## config.mk

```make
export PLATFORM = sky130hd
export DESIGN_NAME = bph_front
export DESIGN_NICKNAME = d
export VERILOG_FILES = /design/src/rtl/assert_macros.svh /design/src/rtl/bph_pkg.sv /design/src/rtl/bph_front.sv
export SDC_FILE = /design/constraint.sdc
export NUM_CORES = 1
export LEC_CHECK = 0
export BUFFER_PORTS_ARGS = -buffer_cell sky130_fd_sc_hd__buf_2
export CAP_MARGIN = 15
export CORE_AREA = 2 2 110 112
export CTS_BUF_LIST = sky130_fd_sc_hd__clkbuf_16
export DETAILED_ROUTE_END_ITERATION = 8
export DIE_AREA = 0 0 112 114
export PLACE_DENSITY = 0.82
export SETUP_SLACK_MARGIN = 0.15
export SYNTH_ARGS = -nofsm -noshare
export SYNTH_HDL_FRONTEND = slang
export SYNTH_SLANG_ARGS = --single-unit
```

## constraint.sdc

```tcl
create_clock -name clk -period 4.05 [get_ports clk]
set_input_delay 0.81 -clock clk [delete_from_list [all_inputs] [get_ports clk]]
set_output_delay 0.81 -clock clk [all_outputs]
set_load 0.02 [all_outputs]
```

## src/rtl/assert_macros.svh

```systemverilog
// Assertion macros used by the RTL file that carries concurrent checks.
`ifndef ASSERT_MACROS_SVH
`define ASSERT_MACROS_SVH

// Same-cycle implication, checked on every rising edge outside reset.
`define BPH_ASSERT_IMPLY(label, clk, rst_n, ante, cons, msg) \
    label: assert property (@(posedge clk) disable iff (!rst_n) (ante) |-> (cons)) \
        else $error(msg);

// Next-cycle implication, checked on every rising edge outside reset.
`define BPH_ASSERT_NEXT(label, clk, rst_n, ante, cons, msg) \
    label: assert property (@(posedge clk) disable iff (!rst_n) (ante) |=> (cons)) \
        else $error(msg);

`endif

```

## src/rtl/bph_pkg.sv

```systemverilog
// Shared types, constants and helper functions of the binned pixel histogram.
`default_nettype none

package bph_pkg;

    localparam int MAX_BINS_DEF   = 256;
    localparam int PIXEL_BITS_DEF = 8;
    localparam int COUNT_BITS_DEF = 24;

    // Fixed field widths.
    localparam int CMD_W     = 2;
    localparam int INDEX_W   = 8;
    localparam int BINS_W    = 9;
    localparam int CFG_IDX_W = 2;

    // Register reset values.
    localparam logic [BINS_W-1:0] BINS_RESET = 9'd255;
    localparam int UPPER_RESET = 255;

    // Depth of the queue between front and back end (a power of two).
    localparam int Q_DEPTH = 2;

    typedef enum logic [CMD_W-1:0] {
        OP_ADD   = 2'd0,
        OP_CLEAR = 2'd1,
        OP_READ  = 2'd2
    } op_t;

    typedef enum logic [CFG_IDX_W-1:0] {
        CFG_LOWER = 2'd0,
        CFG_UPPER = 2'd1,
        CFG_BINS  = 2'd2
    } cfg_idx_t;

    // Control part of one classified operation.
    typedef struct packed {
        op_t  op;
        logic hit;
    } ctl_t;

    function automatic int imax(input int a, input int b);
        return (a > b) ? a : b;
    endfunction

endpackage

`default_nettype wire

```

## src/rtl/bph_front.sv

```systemverilog
// Front end: accepts commands, maps pixels to bins and computes read edges.
`default_nettype none

module bph_front #(
    parameter int MAX_BINS   = bph_pkg::MAX_BINS_DEF,
    parameter int PIXEL_BITS = bph_pkg::PIXEL_BITS_DEF
) (
    input  logic                              clk,
    input  logic                              rst_n,
    input  logic                              in_valid,
    output logic                              in_ready,
    input  logic [bph_pkg::CMD_W-1:0]         cmd,
    input  logic [PIXEL_BITS-1:0]             pixel,
    input  logic [bph_pkg::INDEX_W-1:0]       bin_index,
    input  logic                              cfg_busy,
    input  logic [PIXEL_BITS-1:0]             lower,
    input  logic [PIXEL_BITS-1:0]             upper,
    input  logic [PIXEL_BITS-1:0]             step,
    input  logic [2*PIXEL_BITS:0]             recip,
    input  logic [bph_pkg::BINS_W-1:0]        bins_used,
    output logic                              front_busy,
    output logic                              push_valid,
    input  logic                              push_ready,
    output bph_pkg::ctl_t                     push_ctl,
    output logic [$clog2(MAX_BINS)-1:0]       push_addr,
    output logic [PIXEL_BITS-1:0]             push_edge
);
    import bph_pkg::*;

    localparam int AW = $clog2(MAX_BINS);
    localparam int MA = imax(PIXEL_BITS, INDEX_W);
    localparam int MB = 2 * PIXEL_BITS + 1;
    localparam int PW = MA + MB;
    localparam int IW = imax(PIXEL_BITS, BINS_W);

    logic                   s1_valid_reg;
    op_t                    s1_op_reg;
    logic [PW-1:0]          s1_prod_reg;
    logic [INDEX_W-1:0]     s1_idx_reg;

    logic                   accept;
    logic                   fire;
    logic                   keep;
    logic                   is_read;
    logic [PIXEL_BITS-1:0]  offset;
    logic [MA-1:0]          mul_a;
    logic [MB-1:0]          mul_b;
    logic [PW-1:0]          product;
    logic [PIXEL_BITS-1:0]  quot;
    logic [IW-1:0]          n_ext;
    logic [IW-1:0]          q_ext;
    logic [IW-1:0]          i_ext;
    logic [IW-1:0]          bin_sel;

    assign in_ready   = !cfg_busy && (!s1_valid_reg || push_ready);
    assign accept     = in_valid && in_ready;
    assign fire       = s1_valid_reg && push_ready;
    assign front_busy = s1_valid_reg;
    assign push_valid = s1_valid_reg;

    // Pixels below the range count in bin 0, so their offset is forced to zero.
    assign offset  = (pixel < lower) ? '0 : (pixel - lower);
    assign is_read = (cmd == OP_READ);

    // One shared multiplier: pixel offset times reciprocal, or bin index times step.
    assign mul_a   = is_read ? MA'(bin_index) : MA'(offset);
    assign mul_b   = is_read ? MB'(step) : recip;
    assign product = PW'(mul_a) * PW'(mul_b);

    always_comb
    begin
        case (cmd)
            OP_ADD:   keep = !(pixel > upper);
            OP_CLEAR: keep = 1'b1;
            OP_READ:  keep = 1'b1;
            default:  keep = 1'b0;
        endcase
    end

    always_ff @(posedge clk or negedge rst_n)
    begin
        if (!rst_n)
        begin
            s1_valid_reg <= 1'b0;
        end
        else if (accept)
        begin
            s1_valid_reg <= keep;
        end
        else if (fire)
        begin
            s1_valid_reg <= 1'b0;
        end
    end

    always_ff @(posedge clk)
    begin
        if (accept && keep)
        begin
            s1_op_reg   <= op_t'(cmd);
            s1_prod_reg <= product;
            s1_idx_reg  <= bin_index;
        end
    end

    // Second step: quotient clamp to the last bin, read range check, edge sum.
    assign quot    = s1_prod_reg[2*PIXEL_BITS +: PIXEL_BITS];
    assign n_ext   = IW'(bins_used);
    assign q_ext   = IW'(quot);
    assign i_ext   = IW'(s1_idx_reg);
    assign bin_sel = (q_ext >= n_ext) ? (n_ext - IW'(1)) : q_ext;

    assign push_ctl.op  = s1_op_reg;
    assign push_ctl.hit = (i_ext < n_ext);
    assign push_addr    = (s1_op_reg == OP_READ) ? AW'(i_ext) : AW'(bin_sel);
    assign push_edge    = lower + s1_prod_reg[PIXEL_BITS-1:0];

endmodule

`default_nettype wire

```

==> Word level (Yosys, flattened, before mapping) <==
Index checks and enable logic that the tools add are counted.
{ "word_totals": {"output_inout_bits": 22, "elab_cells": 34, "inputBits": 73, "regBits": 35} }
{ "op_classes": {"reduce_logical": 11, "n_eq_ne": 3, "n_mul": 1, "magnitude_cmp": 4, "n_mux": 8, "add_sub_neg": 3} }
{ "ops": {"columns": ["cell", "count"], "rows": [
  ["$mux W8", 4],
  ["$mul A8 B17 Y24", 1],
  ["$mux W17", 1],
  ["$ge A8 B9 Y1", 1],
  ["$lt A8 B9 Y1", 1],
  ["$add A8 B8 Y8", 1],
  ["$gt A8 B8 Y1", 1],
  ["$lt A8 B8 Y1", 1],
  ["$sub A8 B1 Y8 const B", 1],
  ["$sub A8 B8 Y8", 1],
  ["$eq A2 B2 Y1 const B", 2],
  ["$logic_and A1 B1 Y1", 4],
  ["$logic_not A1 Y1", 3],
  ["$eq A2 B1 Y1 const B", 1],
  ["$logic_not A2 Y1", 1],
  ["$mux W1", 2],
  ["$pmux W1 S2", 1],
  ["$reduce_bool A2 Y1", 1],
  ["$reduce_or A2 Y1", 1],
  ["$logic_or A1 B1 Y1", 1]
]} }

==> Logic depth before layout (Yosys ltp) <==
{ "logic_depth": {"word_depth": 5, "depth_mapped": 26, "ltp_nobuf": 26} }

==> Worst setup path after synthesis <==
OpenSTA, ideal clock, no wires.
{ "synth_path": {"path_kind": "input to register", "startpoint": "input port pixel[0]", "endpoint": "register s1_prod_reg[23], data pin", "t_required_ns": 3.784, "arrival_ns": 6.605, "stages": 25, "n_path_buf": 0, "setup_slack_ns": -2.821, "setup_ns": 0.266, "path_cell_list": "inv_1 ha_1 fa_1 nor2b_1 o31a_1 o31a_1 o31ai_4 nor3_2 a21oi_2 or2_2 fa_1 fa_1 inv_1 fa_1 inv_1 fa_1 inv_1 ha_1 o21a_1 o31a_1 a21oi_1 o211ai_1 a31o_2 o41ai_1 xnor2_1"} }
{ "synth_between": {"elab_chain_len": 4, "word_cells_on_any_way": 5, "cone_classes": "add/sub (1); mul (1); order compare (1); mux (2)"} }
{ "synth_rtl": {"columns": ["element", "line", "source"], "rows": [
  ["from (decl)", "bph_front.sv:13", "input logic [PIXEL_BITS-1:0] pixel,"],
  ["$sub A8 B8 Y8 or $lt A8 B8 Y1 (tied branches)", "bph_front.sv:62", "assign offset = (pixel < lower) ? '0 : (pixel - lower);"],
  ["$mux W8 (*)", "bph_front.sv:62", null],
  ["$mux W8 (*)", "bph_front.sv:66", "assign mul_a = is_read ? MA'(bin_index) : MA'(offset);"],
  ["$mul A8 B17 Y24 (*)", "bph_front.sv:68", "assign product = PW'(mul_a) * PW'(mul_b);"],
  ["via product[23]", "bph_front.sv:48", "logic [PW-1:0] product;"],
  ["to (signal assigned)", "bph_front.sv:101", "s1_prod_reg <= product;"],
  ["to (decl)", "bph_front.sv:38", "logic [PW-1:0] s1_prod_reg;"]
]} }
Mark *: on every way through the listed nets, which the timed path passes. The rest lies on a longest branch.
A chain may end at the register's enable or synchronous reset.

==> Worst setup path in the final report <==
Ends and elaborated chain as after synthesis.

==> metrics list <==
- From left edge to right edge, the die measures 112 µm.
- The via count of the first global-routing pass is 6260.
- Ratio of total power to cell area: 332 mW/mm²
* Number of buffers added on ports: 94
- After detailed routing, the wire length on met1 is 7700 µm.
- The wire-length estimate of the detail-placed layout is 14300 µm.
* Clock tree from TritonCTS: built
* Number of buffers inserted during clock tree synthesis: 3
* Post-layout utilization of the core: 74.6%
* Final wirelength: 19900 µm
* Flip-flop and latch count after synthesis: 27
* Maximum ir drop on the vdd rail: 0.305 mV
- Path class of the lowest-slack min-delay path: primary input to asynchronous set/reset pin
- Required time of the critical path: 4.06 ns
- For the worst setup path, the data arrival time is 6.61 ns.
* Fraction of layout instances using a drive strength above 1: 34.8%
* DR top layer: met4
- Yosys mapped the design onto 49 distinct sky130hd cell types.
* Kind of start point of the critical path: primary input
- Synthesis handed over a netlist of 709 instances.
- Derived from the worst setup path, the maximum achievable clock frequency is 0.152 GHz.
- The worst pin sits at a relative slew slack of 42.8%.
- Remaining antenna violation count after routing: 0
- Number of remaining DRC errors: 0
- Initial detailed-routing violation count: 509
- Clock Pin Slew Worst Setup and Hold Paths: 0.07 ns
- Most common flop cell mapped by yosys: sky130_fd_sc_hd__edfxtp_1
- The initial antenna violation count came to 0.
- Syn Nets: 959
- Setup slack on the critical path of the routed design comes to -2.55 ns.
* Largest register FFs: 16
- Count of hold-fix buffers inserted at cts: 0
- Drt first pass iters: 5
- Once placement finished, the instance area stood at 0.00817 mm².
- Static leakage: 4.48 nW
- The run finished, with violations left.
- The first global-routing pass estimated 29300 µm of wire.
- Detailed route wirelength on metal2: 9860 µm
- The design draws 2.90 mW.
* Count of inserted antenna diode cells: 0
- Post-synthesis to final-layout area growth: 37.0%
* Final clock skew: 0.00269 ns
* Fraction of registers with async set/reset: 3.70%
- Setup violations remaining at the end of the flow were counted as 13.
* Violated checks: negative setup slack
- The routed layout has 6171 vias.
- Std-Cell Core Area: 0.0117 mm²
- Setup repair after global routing missed its margin: true
* Detailed route wirelength on metal3: 1370 µm
- The final number of max-transition violations was 0.
* Total congestion overflow: 0
* IO Count: 95
* Cell area after layout: 0.00874 mm²
- The worst setup path is of the primary input to flop kind.
- Max-cap violations in this run came to 0.
- Final critical-path share of the clock period: 163%
* Pin count of the biggest net entering global routing: 27
- In the layout the commonest cells are sky130_fd_sc_hd__inv_1, sky130_fd_sc_hd__buf_4, sky130_fd_sc_hd__buf_2, sky130_fd_sc_hd__fa_1, sky130_fd_sc_hd__ha_1.
* Place WS: -2.89 ns
- Global routing consumed, over all layers together, 28.4% of the routing resources.
- Yosys mapped a number of flops with a built-in enable equal to 26.
- Number of buffers on the longest clock path: 2
- Synth warn: 0
* Register area share after synthesis: 12.6%
* Worst setup EP type: flop
- After detailed routing, the number of vias per cell comes to 5.67.
- The congestion estimate from routability-driven global placement came to 0.899.
* Routed wire per std cell: 18.3 µm
* Layout Nets: 1192
- The total count of hold-check failures in the final report came to 0.
- Slew at the pin closest to its max-slew limit: 0.857 ns
- Starting Density: 54.5%
- Area of the die: 0.0128 mm²
- In this run the core area contains 40 standard-cell rows.
* Maximum level of the CTS H-tree: 1
* Highest net fanout along the worst path: 7
* Post-Syn Area per Cell: 8.99 µm²
- Insertion delay to the later sink of the worst-skew pair: 0.26 ns
* Cell area after synthesis: 0.00638 mm²
* Vertical die dimension: 114 µm
- Final min period: 6.60 ns
* Clk sink count: 27
- Clock root buffer master: sky130_fd_sc_hd__clkbuf_16
logic make-up after synthesis:
family                     Yosys count  synth area share (%)
xor gates and xnor gates            28                  3.85
adders and majority gates          177                  45.4
and+or+nand+nor                    220                  16.7
DFF                                 27                  12.6
buffers and inverters              142                  8.42
AOI/OAI and AO/OA                   99                  10.5
muxes                               16                  2.51
critical path, stage by stage:
cell	delay, ns
sky130_fd_sc_hd__buf_8	0.09
sky130_fd_sc_hd__inv_12	0.03
sky130_fd_sc_hd__ha_4	0.14
sky130_fd_sc_hd__fa_2	0.35
sky130_fd_sc_hd__nor2b_4	0.13
sky130_fd_sc_hd__o31a_1	0.18
sky130_fd_sc_hd__o31a_1	0.24
sky130_fd_sc_hd__o31ai_4	0.08
sky130_fd_sc_hd__buf_12	0.17
sky130_fd_sc_hd__a211oi_4	0.30
sky130_fd_sc_hd__a21oi_2	0.07
sky130_fd_sc_hd__buf_6	0.15
sky130_fd_sc_hd__buf_6	0.11
sky130_fd_sc_hd__nor2_1	0.20
sky130_fd_sc_hd__fa_1	0.50
sky130_fd_sc_hd__ha_1	0.31
sky130_fd_sc_hd__inv_1	0.05
sky130_fd_sc_hd__fa_1	0.53
sky130_fd_sc_hd__fa_1	0.55
sky130_fd_sc_hd__inv_2	0.07
sky130_fd_sc_hd__ha_4	0.25
sky130_fd_sc_hd__o21a_1	0.19
sky130_fd_sc_hd__o31a_1	0.13
sky130_fd_sc_hd__a21oi_2	0.20
sky130_fd_sc_hd__o211ai_1	0.15
sky130_fd_sc_hd__a31o_2	0.26
sky130_fd_sc_hd__o41ai_2	0.24
sky130_fd_sc_hd__xnor2_1	0.12
what timing repair did:
item	in CTS	in global routing
cloned	0	0
setup endpoints to repair	14	14
pin swaps	40	27
gates resized for setup	44	36
buffers inserted	11	6
power by group:
part / internal, mW / switching [mW] / total [mW] / leakage [nW]
clock network: 0.132 / 0.0938 / 0.226 / 0.0423
logic: 1.06 / 1.24 / 2.30 / 4.19
registers: 0.359 / 0.0151 / 0.374 / 0.250
per-stage QoR:
stage | TNS [ns] | std cells | hold slack, ns
2_1_floorplan | -25.02 | 709 | 0.514
5_1_grt | -27.07 | 1088 | 0.300
4_1_cts | -21.66 | 1082 | 0.306
3_3_place_gp | -28.40 | 1067 | 0.586
6_report | -25.34 | 1088 | 0.306
3_5_place_dp | -30.19 | 1067 | 0.586
routing by layer:
| metal | vias to the layer above | track usage (%) |
|---|---|---|
| met5 | - | 0 |
| met2 | 327 | 51.9 |
| met1 | 3007 | 35.4 |
| li1 | 2748 | - |
| met3 | 89 | 2.60 |
| met4 | 0 | 9.76 |
area by class of cell:
| cell class | instances | area [µm²] |
|---|---|---|
| Fill cell | 721 | 2980 |
| Clock buffer | 3 | 75.1 |
| Multi-Input combinational cell | 540 | 5480 |
| Tap cell | 147 | 184 |
| Timing Repair Buffer | 234 | 1660 |
| Sequential cell | 27 | 806 |
| Inverter | 136 | 523 |
| Clock inverter | 1 | 3.75 |
cells in the mapped netlist (all sizes together), types with 4 or more instances:
library cell	count	area [µm²]
inv	136	510
fa	91	1820
ha	86	1080
nor2	78	293
and2	46	288
nand2	45	169
o21ai	29	145
a21oi	27	161
edfxtp	26	781
xnor2	24	210
mux2i	16	160
nor3	13	80.1
nor2b	10	62.6
a21o	9	67.6
o21a	9	67.6
nand3	8	40.0
or2	7	43.8
nand2b	5	31.3
a211oi	4	35.0
o31a	4	35.0
xor2	4	35.0
final timing paths:
kind / startpoint / to / slack, ns / cells past startpoint
worst max-delay path: pixel[0] / s1_prod_reg[23]$_DFFE_PP_ / -2.55 / 28
worst min-delay path: rst_n / front_busy$_DFFE_PN0P_ / 0.31 / 1
worst max register to register: front_busy$_DFFE_PN0P_ / s1_idx_reg[0]$_DFFE_PP_ / 2.23 / 5
worst min register to register: front_busy$_DFFE_PN0P_ / front_busy$_DFFE_PN0P_ / 0.74 / 2
max in group asynchronous: rst_n / front_busy$_DFFE_PN0P_ / 3.66 / 1
min in group clk: front_busy$_DFFE_PN0P_ / front_busy$_DFFE_PN0P_ / 0.74 / 2
Note: power is estimated with default switching activity, not from simulation.
