--- src/rtl/assert_macros.svh ---
// Assertion macros used by the RTL file that carries concurrent checks.
`ifndef ASSERT_MACROS_SVH
`define ASSERT_MACROS_SVH

// Same-cycle implication, checked on every rising edge outside reset.
`define BPH_ASSERT_IMPLY(label, clk, rst_n, ante, cons, msg) \
    label: assert property (@(posedge clk) disable iff (!rst_n) (ante) |-> (cons)) \
        else $error(msg);

// Next-cycle implication, checked on every rising edge outside reset.
`define BPH_ASSERT_NEXT(label, clk, rst_n, ante, cons, msg) \
    label: assert property (@(posedge clk) disable iff (!rst_n) (ante) |=> (cons)) \
        else $error(msg);

`endif

--- src/rtl/bph_pkg.sv ---
// Shared types, constants and helper functions of the binned pixel histogram.
`default_nettype none

package bph_pkg;

    localparam int MAX_BINS_DEF   = 256;
    localparam int PIXEL_BITS_DEF = 8;
    localparam int COUNT_BITS_DEF = 24;

    // Fixed field widths.
    localparam int CMD_W     = 2;
    localparam int INDEX_W   = 8;
    localparam int BINS_W    = 9;
    localparam int CFG_IDX_W = 2;

    // Register reset values.
    localparam logic [BINS_W-1:0] BINS_RESET = 9'd255;
    localparam int UPPER_RESET = 255;

    // Depth of the queue between front and back end (a power of two).
    localparam int Q_DEPTH = 2;

    typedef enum logic [CMD_W-1:0] {
        OP_ADD   = 2'd0,
        OP_CLEAR = 2'd1,
        OP_READ  = 2'd2
    } op_t;

    typedef enum logic [CFG_IDX_W-1:0] {
        CFG_LOWER = 2'd0,
        CFG_UPPER = 2'd1,
        CFG_BINS  = 2'd2
    } cfg_idx_t;

    // Control part of one classified operation.
    typedef struct packed {
        op_t  op;
        logic hit;
    } ctl_t;

    function automatic int imax(input int a, input int b);
        return (a > b) ? a : b;
    endfunction

endpackage

`default_nettype wire

--- src/rtl/bph_queue.sv ---
// Short register queue that decouples the front end from the back end.
`default_nettype none

module bph_queue #(
    parameter int WIDTH = 16
) (
    input  logic             clk,
    input  logic             rst_n,
    input  logic             push_valid,
    output logic             push_ready,
    input  logic [WIDTH-1:0] push_data,
    output logic             pop_valid,
    input  logic             pop_ready,
    output logic [WIDTH-1:0] pop_data
);
    import bph_pkg::*;

    localparam int PTR_W = (Q_DEPTH > 1) ? $clog2(Q_DEPTH) : 1;
    localparam int CNT_W = $clog2(Q_DEPTH + 1);

    logic [WIDTH-1:0] entry_reg [Q_DEPTH];
    logic [PTR_W-1:0] wr_ptr_reg;
    logic [PTR_W-1:0] rd_ptr_reg;
    logic [CNT_W-1:0] count_reg;
    logic             do_push;
    logic             do_pop;

    assign push_ready = (count_reg != CNT_W'(Q_DEPTH));
    assign pop_valid  = (count_reg != '0);
    assign pop_data   = entry_reg[rd_ptr_reg];
    assign do_push    = push_valid && push_ready;
    assign do_pop     = pop_valid && pop_ready;

    always_ff @(posedge clk or negedge rst_n)
    begin
        if (!rst_n)
        begin
            wr_ptr_reg <= '0;
            rd_ptr_reg <= '0;
            count_reg  <= '0;
        end
        else
        begin
            if (do_push)
            begin
                wr_ptr_reg <= wr_ptr_reg + PTR_W'(1);
            end
            if (do_pop)
            begin
                rd_ptr_reg <= rd_ptr_reg + PTR_W'(1);
            end
            if (do_push && !do_pop)
            begin
                count_reg <= count_reg + CNT_W'(1);
            end
            else if (do_pop && !do_push)
            begin
                count_reg <= count_reg - CNT_W'(1);
            end
        end
    end

    always_ff @(posedge clk)
    begin
        if (do_push)
        begin
            entry_reg[wr_ptr_reg] <= push_data;
        end
    end

endmodule

`default_nettype wire

--- config.mk ---
export PLATFORM = sky130hd
export DESIGN_NAME = bph_queue
export DESIGN_NICKNAME = d
export VERILOG_FILES = /design/src/rtl/assert_macros.svh /design/src/rtl/bph_pkg.sv /design/src/rtl/bph_queue.sv
export SDC_FILE = /design/constraint.sdc
export NUM_CORES = 1
export LEC_CHECK = 0
export ABC_AREA = 1
export BUFFER_PORTS_ARGS = -buffer_cell sky130_fd_sc_hd__buf_2
export CAP_MARGIN = 0
export CORE_MARGIN = 2
export CORE_UTILIZATION = 55
export DETAILED_ROUTE_END_ITERATION = 10
export GPL_ROUTABILITY_DRIVEN = 0
export PLACE_DENSITY = 0.9
export SYNTH_ARGS = -nofsm -noshare
export SYNTH_HDL_FRONTEND = slang
export SYNTH_SLANG_ARGS = --single-unit
export TNS_END_PERCENT = 10
--- constraint.sdc ---
create_clock -name clk -period 4.68 [get_ports clk]
set_input_delay 0.936 -clock clk [delete_from_list [all_inputs] [get_ports clk]]
set_output_delay 0.936 -clock clk [all_outputs]
set_load 0.02 [all_outputs]
Word-level counts from Yosys, hierarchy flattened --
Memory sizes are Yosys's and may differ from the RTL's. Cells that the tools add are included. W data, S select, Z words.
Cells by class: $add $sub $neg 4, equal/unequal tests 1, muxes and demuxes 4, reduce and logical (&&, ||, !) cells 8
Operator list (count):
- $logic_and A1 B1 Y1 | 4
- $mux W2 | 2
- $reduce_bool A2 Y1 | 2
- $add A1 B1 Y1 const B | 2
- $add A2 B1 Y2 const B | 1
- $logic_not A1 Y1 | 2
- $mux W1 | 2
- $ne A2 B2 Y1 const B | 1
- $sub A2 B1 Y2 const B | 1
Storage, ports and cells: input bits 20, flip-flop bits (word level) 4, memories kept 1, bits in writable memories 32, word-level logic and storage cells 21, output and inout bits 18
Memory list:
- entry_reg | words 2, bits a word 16, rd ports 1, clocked after Yosys merged registers in 0, wr ports 1, line bph_queue.sv:21 | logic [WIDTH-1:0] entry_reg [Q_DEPTH];

Logic depth before layout (Yosys ltp) --
Gate-level depths: netlist of the first run.
word-level depth 6, gate-level depth with buffers 10, gate-level depth less buffers 10

Worst setup path before layout of the first run --
No wires, ideal clock.
path type input to register, start point input push_valid, end point memory entry_reg[0][0] (enable), arrival time 1694 ps, data required time 4292 ps, buffers on the path 0, cell stages on the path 2, slack 2597 ps, library setup time 388 ps, cell sequence nand2_4 -> nor2_1
On the way: word-level cells in the longest chain between the ends 3
RTL lines:
- start: declaration | line bph_queue.sv:9 | input logic push_valid,
- $logic_and A1 B1 Y1 | line bph_queue.sv:31 | assign do_push = push_valid && push_ready;
- $mux W1 | line bph_queue.sv:65 | if (do_push)
- $mux W1 (not written as such) | line bph_queue.sv:67 | entry_reg[wr_ptr_reg] <= push_data;
- end: declaration | line bph_queue.sv:21
No other way between the ends.

Worst setup path in the final report of the first run --
start point register rd_ptr_reg, end point output pop_data[2]
On the way: word-level cells in the longest chain between the ends 1
RTL lines:
- start: declaration | line bph_queue.sv:23 | logic [PTR_W-1:0] rd_ptr_reg;
- start signal: assignment | line bph_queue.sv:50 | rd_ptr_reg <= rd_ptr_reg + PTR_W'(1);
- $mem_v2 Z2 W16
- end: declaration | line bph_queue.sv:14 | output logic [WIDTH-1:0] pop_data
No other way between the ends.

==> results of run 1 <==
[power by group]
group / switching [mW] / leakage, nW / internal [mW]
logic: 0.283 / 0.395 / 0.139
registers: 0.0563 / 0.345 / 0.442
clock network: 0.0948 / 0.0412 / 0.111
total: 0.434 / 0.781 / 0.693
[synthesized netlist by cell type]
library cell / count / area [sq um]
xnor2_1: 1 / 8.760
xor2_2: 1 / 16.27
nand2_2: 6 / 37.54
buf_6: 1 / 11.26
nor2_1: 2 / 7.510
dfrtp_1: 4 / 100.1
buf_8: 1 / 15.01
inv_2: 2 / 7.510
clkbuf_8: 1 / 13.76
inv_1: 4 / 15.01
ha_1: 1 / 12.51
nand4_1: 1 / 6.260
edfxtp_1: 32 / 960.9
nand3_1: 2 / 10.01
nand2_1: 50 / 187.7
inv_8: 1 / 11.26
nand2_4: 2 / 22.52
[worst reg2reg max path: cells and delay by family (launching register included)]
| family | cells | cell delay [ns] |
|---|---|---|
| AND/OR/NAND/NOR | 3 | 0.65 |
| flip-flops | 1 | 0.41 |
| buffers and inverters | 2 | 0.37 |
[worst paths after layout]
check / slack (ns) / depth (start not counted) / end
worst min-delay path: 0.40 / 1 / count_reg[0]
worst max register to register: 2.96 / 5 / entry_reg[0][15]
worst max-delay path: 2.18 / 4 / pop_data[2]
min in group clk: 0.53 / 1 / count_reg[0]
max in group asynchronous: 4.16 / 1 / count_reg[1]
worst min register to register: 0.53 / 1 / count_reg[0]
[final cells by class]
class / instances / area, sq um / share of cell area (%)
clock inverter: 3 / 42.54 / 2.471
tap: 30 / 37.54 / 2.180
clock buffer: 5 / 37.54 / 2.180
multi-input combinational: 66 / 309.0 / 17.95
inverter: 7 / 33.78 / 1.962
sequential: 36 / 1061 / 61.63
timing repair buffer: 39 / 200.2 / 11.63
[per-layer routing]
layer  track usage [%]  share of wire, %
met1             17.56                38
met2             29.25                55
met3             7.026               6.4
met4             5.226              0.31
met5                 0                 0
[metrics by stage]
stage / total power, mW / std cells / area (sq um) / utilization (%) / hold slack (ns)
3_3_place_gp: 0.9159 / 178 / 1642 / 66.26 / 0.5025
3_5_place_dp: 0.9344 / 178 / 1642 / 66.26 / 0.5176
4_1_cts: 1.141 / 186 / 1722 / 69.49 / 0.3910
2_1_floorplan: 0.8228 / 112 / 1444 / - / 0.4854
5_1_grt: 1.202 / 186 / 1722 / 69.49 / 0.3731
6_report: 1.127 / 186 / 1722 / 69.49 / 0.4036
[cell usage in the layout (no fill, tap or decap)]
cell type and count:
nand2_1 50, buf_2 37, edfxtp_1 32, nand2_2 6
clkbuf_4 5, inv_1 4, dfrtp_1 4, inv_2 2
nand2_4 2, nor2_1 2, nand3_1 2, buf_4 2
inv_8 1, xnor2_1 1, xor2_2 1, nand4_1 1
ha_1 1, bufinv_16 1, clkinvlp_4 1, clkinv_2 1
[kinds of logic after synthesis]
kind of cell | Yosys count
adder cells (fa/ha/maj) | 1
buffers and inverters | 10
flip-flops | 36
XOR/XNOR | 2
AND/OR/NAND/NOR | 63
==> impl_metrics.yaml, run 1 <==
synth:
  yosys.area_share.simple_pct: 18.80
  synth_nets: 133
  synth_xor_area_share_pct: 1.733
  synth_compound_area_share_pct: 0
  synth_cell_types: 17
  ys_ff_latch: 36
  yosys_warnings: 0
  ys_seq_area_share_pct: 73.48
  netlist_instances: 112
  muxShareOfSynthArea_pct: 0
  avgSynthCellArea_sq_um: 12.89
  synth_top_family_by_area: "simple AND/OR/NAND/NOR gates"
  synthAdderAreaFrac_pct: 0.8666
  syn-cell-area_sq_um: 1444
placement:
  port_buffers: 37
  dp_hpwl_um: 1688
  place_ws_ns: 2.439
layout:
  drive_gt1_share_pct: 37.82
  largest_reg_flops: 32
  final_nets: 176
  area_delta_synth_final_pct: 19.24
  insertedDiodeCount: 0
  nFillCells: 179
grt:
  grt_max_degree: 19
  gr-total-overflow: 0
  grt_first_pass_wirelength_um: 3788
  grtUsageTotal_pct: 16.47
  grt_pass1_vias: 884
  antenna_found_initial: 0
sta:
  timing.final.crit_share_pct: 53.48
  tns_ns: 0
  rsz0062_at_grt: "false"
  min_period_ns: 2.503
  slew_headroom_pct: 53.84
  hold_viol_final: 0
  setup_slack_ns: 2.177
  finalMaxSlewViolations: 0
  fmax_mhz: 399.5
  skew_ns: 0.004089
  worst_pin_slew_ns: 0.6924
  finalSetupViolations: 0
worst_setup_path:
  crit_path_top_delay_cell: "dfrtp_1"
  cp-start-kind: "flop"
  cp.required_ns: 3.74
  path_class: "reg2out"
  crit_chain: "inv_8, nand2_1, nand2_1, buf_2"
  cp-end-kind: "primary output"
  crit_buf_inv: 2
  cp_common_cell: "nand2_1"
  crit_arrival_ns: 1.57
  setup.worst_path.start: "rd_ptr_reg"
  cpPeakStageDelay_ns: 0.80
  cp_top_family: "flip-flops"
  worstPathMaxFanout: 18
  worstReg2RegStart: "count_reg[0]"
detailed_routing:
  drtPass1Iterations: 4
  drt_iter0_markers: 17
  num_vias: 894
  drc_errors: 0
  wl_per_cell_um: 12.11
  ant_nets: 0
  viasPerCell: 4.806
  drt_wl_total_um: 2253
clocking:
  root_buffer: "clkbuf_4"
  cts_made_buffers: 5
  cts_tree: "built"
  cts-hold-fix-buffers: 0
  cts_max_path_buffers: 2
  clk_pin_slew_worst_paths_ns: 0.10
  htree_num_levels: 2
  clock_sinks: 36
  post_cts_buffers: 0
  clk_latency_ns: 0.31
  cts_resized: 0
floorplanning:
  die_area_sq_um: 3051
  die_h_um: 55.24
  ios: 38
  start_util_pct: 58.28
  die_x_um: 55.24
  core_area_sq_um: 2477
  row_count: 18
power_and_ir_drop:
  ir_worst_vdd_uv: 456.3
  powerDensity_nw_per_um2: 654.6
  power.leakage_nw: 0.7811
outcome:
  status: "complete, no violations"
min_path:
  hold_path_class: "in2async"
flow_run:
  maxCapViolations: 0
Note: power is estimated with default switching activity, not from simulation.
==> run 2: changes to the inputs <==
--- a/config.mk
+++ b/config.mk
@@ -9,10 +9,10 @@
 export BUFFER_PORTS_ARGS = -buffer_cell sky130_fd_sc_hd__buf_2
 export CAP_MARGIN = 0
 export CORE_MARGIN = 2
-export CORE_UTILIZATION = 55
+export CORE_UTILIZATION = 46
 export DETAILED_ROUTE_END_ITERATION = 10
 export GPL_ROUTABILITY_DRIVEN = 0
-export PLACE_DENSITY = 0.9
+export PLACE_DENSITY = 0.81
 export SYNTH_ARGS = -nofsm -noshare
 export SYNTH_HDL_FRONTEND = slang
 export SYNTH_SLANG_ARGS = --single-unit
==> constraint.sdc (replaced) <==
create_clock -name clk -period 2 [get_ports clk]
set_input_delay 0.4 -clock clk [delete_from_list [all_inputs] [get_ports clk]]
set_output_delay 0.4 -clock clk [all_outputs]
set_load 0.02 [all_outputs]
==> run 2 against run 1 <==
Count of clock-buffer cells in the layout up 2. Sequential power up 130%. Setup slack worse by 2.0 ns. Final cell count up 8.1%. Die area up 18%. Critical path type unchanged.
==> impl_metrics.yaml, run 2 (same netlist as run 1, synthesis figures left out) <==
sta:
  fmax_mhz: 558.4
  worst_pin_slew_ns: 0.3646
  skew_ns: 0.009700
  hold_viol_final: 0
  min_period_ns: 1.791
  finalSetupViolations: 0
  tns_ns: 0
  slew_headroom_pct: 75.69
  timing.final.crit_share_pct: 89.54
  finalMaxSlewViolations: 0
  setup_slack_ns: 0.2092
  rsz0062_at_grt: "false"
grt:
  gr-total-overflow: 0
  grt_max_degree: 19
  grtUsageTotal_pct: 14.98
  antenna_found_initial: 0
  grt_pass1_vias: 888
  grt_first_pass_wirelength_um: 3677
floorplanning:
  core_area_sq_um: 3028
  die_h_um: 60.03
  die_x_um: 60.03
  start_util_pct: 47.69
  row_count: 20
  ios: 38
  die_area_sq_um: 3603
layout:
  drive_gt1_share_pct: 36.31
  nFillCells: 266
  area_delta_synth_final_pct: 19.06
  register_area_sq_um: 1062
  multi_input_area_sq_um: 309.0
  final_common_cell: "nand2_1"
  final_nets: 177
  insertedDiodeCount: 0
  largest_reg_flops: 32
  final_cell_mix: "nand2_1, buf_2, edfxtp_1"
outcome:
  status: "complete, no violations"
clocking:
  htree_num_levels: 2
  post_cts_buffers: 0
  clk_latency_ns: 0.33
  cts_max_path_buffers: 2
  root_buffer: "clkbuf_4"
  cts_made_buffers: 5
  clock_sinks: 36
  clk_pin_slew_worst_paths_ns: 0.10
  cts_tree: "built"
worst_setup_path:
  crit_chain: "inv_8, nand2_1, nand2_1, buf_2"
  path_class: "reg2out"
  cpPeakStageDelay_ns: 0.56
  cp-end-kind: "primary output"
  crit_arrival_ns: 1.39
  cp.required_ns: 1.60
  r2r_slack_ns: 0.59
  crit_path_top_delay_cell: "dfrtp_2"
  cp_common_cell: "nand2_1"
  worstPathMaxFanout: 18
  cp-start-kind: "flop"
placement:
  place_ws_ns: 0.3730
  dp_hpwl_um: 1756
  port_buffers: 37
power_and_ir_drop:
  powerDensity_nw_per_um2: 1460
  ir_worst_vdd_uv: 535.5
  power.leakage_nw: 0.7699
detailed_routing:
  ant_nets: 0
  viasPerCell: 4.582
  drt_iter0_markers: 49
  drtPass1Iterations: 4
  num_vias: 921
  wl_per_cell_um: 12.01
  drc_errors: 0
  drt_wl_total_um: 2414
flow_run:
  maxCapViolations: 0
min_path:
  hold_path_class: "in2reg"
-- run 2: cell count changes in the layout (fill, tap and decap cells not counted), sizes merged --
cell,delta
bufinv,-1
clkinvlp,-1
dlygate4sd3,+1
clkbuf,+2
-- run 2: cell type report --
| class | instances | area share [%] |
|---|---|---|
| Sequential cell | 36 | 61.79 |
| Multi-Input combinational cell | 66 | 17.98 |
| Timing Repair Buffer | 40 | 12.23 |
| Tap cell | 44 | 3.202 |
| Clock buffer | 7 | 2.620 |
| Inverter | 7 | 1.965 |
| Clock inverter | 1 | 0.2183 |
-- run 2: path summary, 6_finish.rpt --
path | start | end | cells after the start
max | rd_ptr_reg | pop_data[1] | 4
min | push_data[4] | entry_reg[1][4] | 1
min reg2reg | count_reg[0] | count_reg[0] | 1
max in group asynchronous | rst_n | rd_ptr_reg | 2
max reg2reg | count_reg[0] | count_reg[1] | 9
min in group asynchronous | rst_n | rd_ptr_reg | 2
-- run 2: timing repair --
| action | 4_1_cts | 5_1_grt |
|---|---|---|
| hold buffers | 1 | 0 |
| setup endpoints to repair | 1 | 0 |
| hold endpoints to repair | 4 | 0 |
| resized for setup | 1 | 0 |
-- run 2: report_power, final --
part	internal, mW	leakage, nW	switching [mW]
combinational	0.325	0.399	0.668
sequential	1.04	0.344	0.129
clock	0.135	0.0269	0.215
total	1.50	0.770	1.01
-- run 2: routing by layer --
metal / part of all wire, % / vias to the layer above / global-route usage [%]
li1: - / 459 / -
met1: 41 / 419 / 14.88
met2: 49 / 34 / 25.00
met3: 6.2 / 9 / 5.844
met4: 4.4 / 0 / 11.11
met5: 0 / - / 0
-- run 2: per-stage QoR --
stage	area, sq um	std cells	utilization (%)	total power [mW]	hold slack, ns
2_1_floorplan	1444	112	-	1.925	0.1044
3_3_place_gp	1659	192	54.79	2.146	0.2113
5_1_grt	1719	201	56.78	2.692	0.2236
6_report	1719	201	56.78	2.510	0.2484
3_5_place_dp	1659	192	54.79	2.198	0.2141
4_1_cts	1719	201	56.78	2.548	0.2314
-- run 2: worst max-delay path, delay by kind of cell (launching register included) --
| kind | cells | cell delay (ns) |
|---|---|---|
| buf+inv | 2 | 0.34 |
| flops | 1 | 0.56 |
| simple gates | 2 | 0.16 |
==> run 3: changes to the inputs <==
--- a/config.mk
+++ b/config.mk
@@ -8,6 +8,7 @@
 export ABC_AREA = 1
 export BUFFER_PORTS_ARGS = -buffer_cell sky130_fd_sc_hd__buf_2
 export CAP_MARGIN = 0
+export CORE_ASPECT_RATIO = 1.2
 export CORE_MARGIN = 2
 export CORE_UTILIZATION = 46
 export DETAILED_ROUTE_END_ITERATION = 10
==> constraint.sdc (replaced) <==
create_clock -name clk -period 1.6 [get_ports clk]
set_input_delay 0.32 -clock clk [delete_from_list [all_inputs] [get_ports clk]]
set_output_delay 0.32 -clock clk [all_outputs]
set_load 0.02 [all_outputs]
==> run 3 against run 2 <==
Setup slack worse by 0.19 ns. Critical path depth up 1. Hold slack got worse by 0.068 ns. Die area about the same. Combinational power up 69%. Register-to-register slack got worse by 0.41 ns. Clock skew down 0.0065 ns. Non-clock buffer count grew 5. Global-route usage increased by 1.1 points. Wire length rose by 1.2%. Sequential power rose by 19%. Largest power group is now combinational logic.
==> impl_metrics.yaml, run 3 (same netlist as run 1, synthesis figures left out) <==
power_and_ir_drop:
  ir_worst_vdd_uv: 1157
  powerDensity_nw_per_um2: 1903
  power.leakage_nw: 0.8267
sta:
  skew_ns: 0.003209
  hold_viol_final: 0
  finalSetupViolations: 0
  min_period_ns: 1.580
  timing.final.crit_share_pct: 98.72
  fmax_mhz: 633.1
  tns_ns: 0
  rsz0062_at_grt: "true"
  worst_pin_slew_ns: 0.1859
  slew_headroom_pct: 87.60
  finalMaxSlewViolations: 0
worst_setup_path:
  crit_chain: "buf_12, inv_16, nand2_1, nand2_1, buf_6"
  crit_path_top_delay_cell: "dfrtp_1"
  cp_top_family: "flip-flops"
  cp-start-kind: "flop"
  cp.required_ns: 1.28
  cpPeakStageDelay_ns: 0.42
  cp-end-kind: "primary output"
  cp_common_cell: "nand2_1"
  path_class: "reg2out"
  crit_buf_inv: 3
  worstPathMaxFanout: 17
  crit_arrival_ns: 1.26
layout:
  largest_reg_flops: 32
  utilization_pct: 60.79
  final_common_cell: "nand2_1"
  final_cell_area_sq_um: 1841
  insertedDiodeCount: 0
  final_nets: 182
  nFillCells: 260
  drive_gt1_share_pct: 37.65
  final_cell_mix: "nand2_1, edfxtp_1, buf_2"
  finalNonFillerCells: 198
  area_delta_synth_final_pct: 27.47
grt:
  gr-total-overflow: 0
  antenna_found_initial: 0
  grtUsageTotal_pct: 16.11
  grt_first_pass_wirelength_um: 3967
  grt_max_degree: 18
  grt_pass1_vias: 968
placement:
  port_buffers: 37
  dp_hpwl_um: 1850
  placed_area_sq_um: 1699
  dpl.cell_count: 189
clocking:
  clk_pin_slew_worst_paths_ns: 0.09
  clk_latency_ns: 0.32
  root_buffer: "clkbuf_4"
  clock_sinks: 36
  cts_max_path_buffers: 2
  htree_num_levels: 2
  cts_tree: "built"
  cts_made_buffers: 5
detailed_routing:
  drtPass1Iterations: 3
  drc_errors: 0
  num_vias: 920
  ant_nets: 0
  drt_wl_total_um: 2442
  viasPerCell: 4.646
  wl_per_cell_um: 12.33
  drt_iter0_markers: 28
floorplanning:
  row_count: 22
  core_area_sq_um: 3028
  start_util_pct: 47.69
  ios: 38
  die_area_sq_um: 3605
  die_h_um: 65.38
  die_x_um: 55.15
outcome:
  status: "complete, no violations"
min_path:
  hold_path_class: "in2reg"
flow_run:
  maxCapViolations: 0
[run 3: worst reg2reg max path: cells and delay by family (launching register included)]
kind	cells	cell delay, ns
AND/OR/NAND/NOR	5	0.34
flip-flops	1	0.42
adder cells (fa/ha/maj)	1	0.31
buffers and inverters	3	0.24
[run 3: layer usage]
| layer | global-route usage, % | share of wire, % |
|---|---|---|
| met1 | 16.54 | 38 |
| met5 | 0 | 0 |
| met4 | 5.488 | 1.6 |
| met2 | 27.83 | 53 |
| met3 | 7.500 | 7.2 |
[run 3: final cells by class]
class                           count  area [sq um]  share of cell area [%]
Tap cell                           36         45.04                   2.447
Multi-Input combinational cell     66         309.0                   16.79
Sequential cell                    36          1061                   57.65
Clock buffer                        7         45.04                   2.447
Clock inverter                      1         3.754                  0.2039
Inverter                            7         42.54                   2.311
Timing Repair Buffer               45         334.1                   18.15
[run 3: worst paths after layout]
check / startpoint / to / slack (ns) / depth (start not counted)
setup / recovery: rd_ptr_reg / pop_data[2] / 0.02 / 5
hold / removal: push_data[2] / entry_reg[1][2] / 0.18 / 1
setup reg to reg: count_reg[0] / count_reg[1] / 0.18 / 9
hold reg to reg: count_reg[0] / count_reg[0] / 0.53 / 1
max in group asynchronous: rst_n / rd_ptr_reg / 1.15 / 2
min in group asynchronous: rst_n / wr_ptr_reg / 0.32 / 2
[run 3: through the flow]
stage / power (mW) / setup slack, ns / hold slack, ns
after floorplan: 2.407 / -0.1010 / 0.02441
after global placement: 2.799 / 0.2925 / 0.1261
after detailed placement: 2.879 / 0.1881 / 0.1350
after CTS: 3.483 / -0.007220 / 0.1613
after global routing: 3.760 / -0.05664 / 0.1455
final: 3.502 / 0.02044 / 0.1803
[run 3: repair_timing]
| action | in CTS | in global routing |
|---|---|---|
| hold buffers | 1 | 0 |
| gates resized for setup | 19 | 8 |
| setup endpoints to repair | 16 | 16 |
| pin swaps | 1 | 0 |
| endpoints found under the hold margin | 4 | 0 |
| setup buffers | 1 | 0 |
[run 3: power breakdown]
group | total, mW | internal, mW | switching [mW] | leakage [nW]
sequential | 1.39 | 1.29 | 0.0957 | 0.345
clock | 0.429 | 0.169 | 0.260 | 0.0269
combinational | 1.68 | 0.704 | 0.980 | 0.455
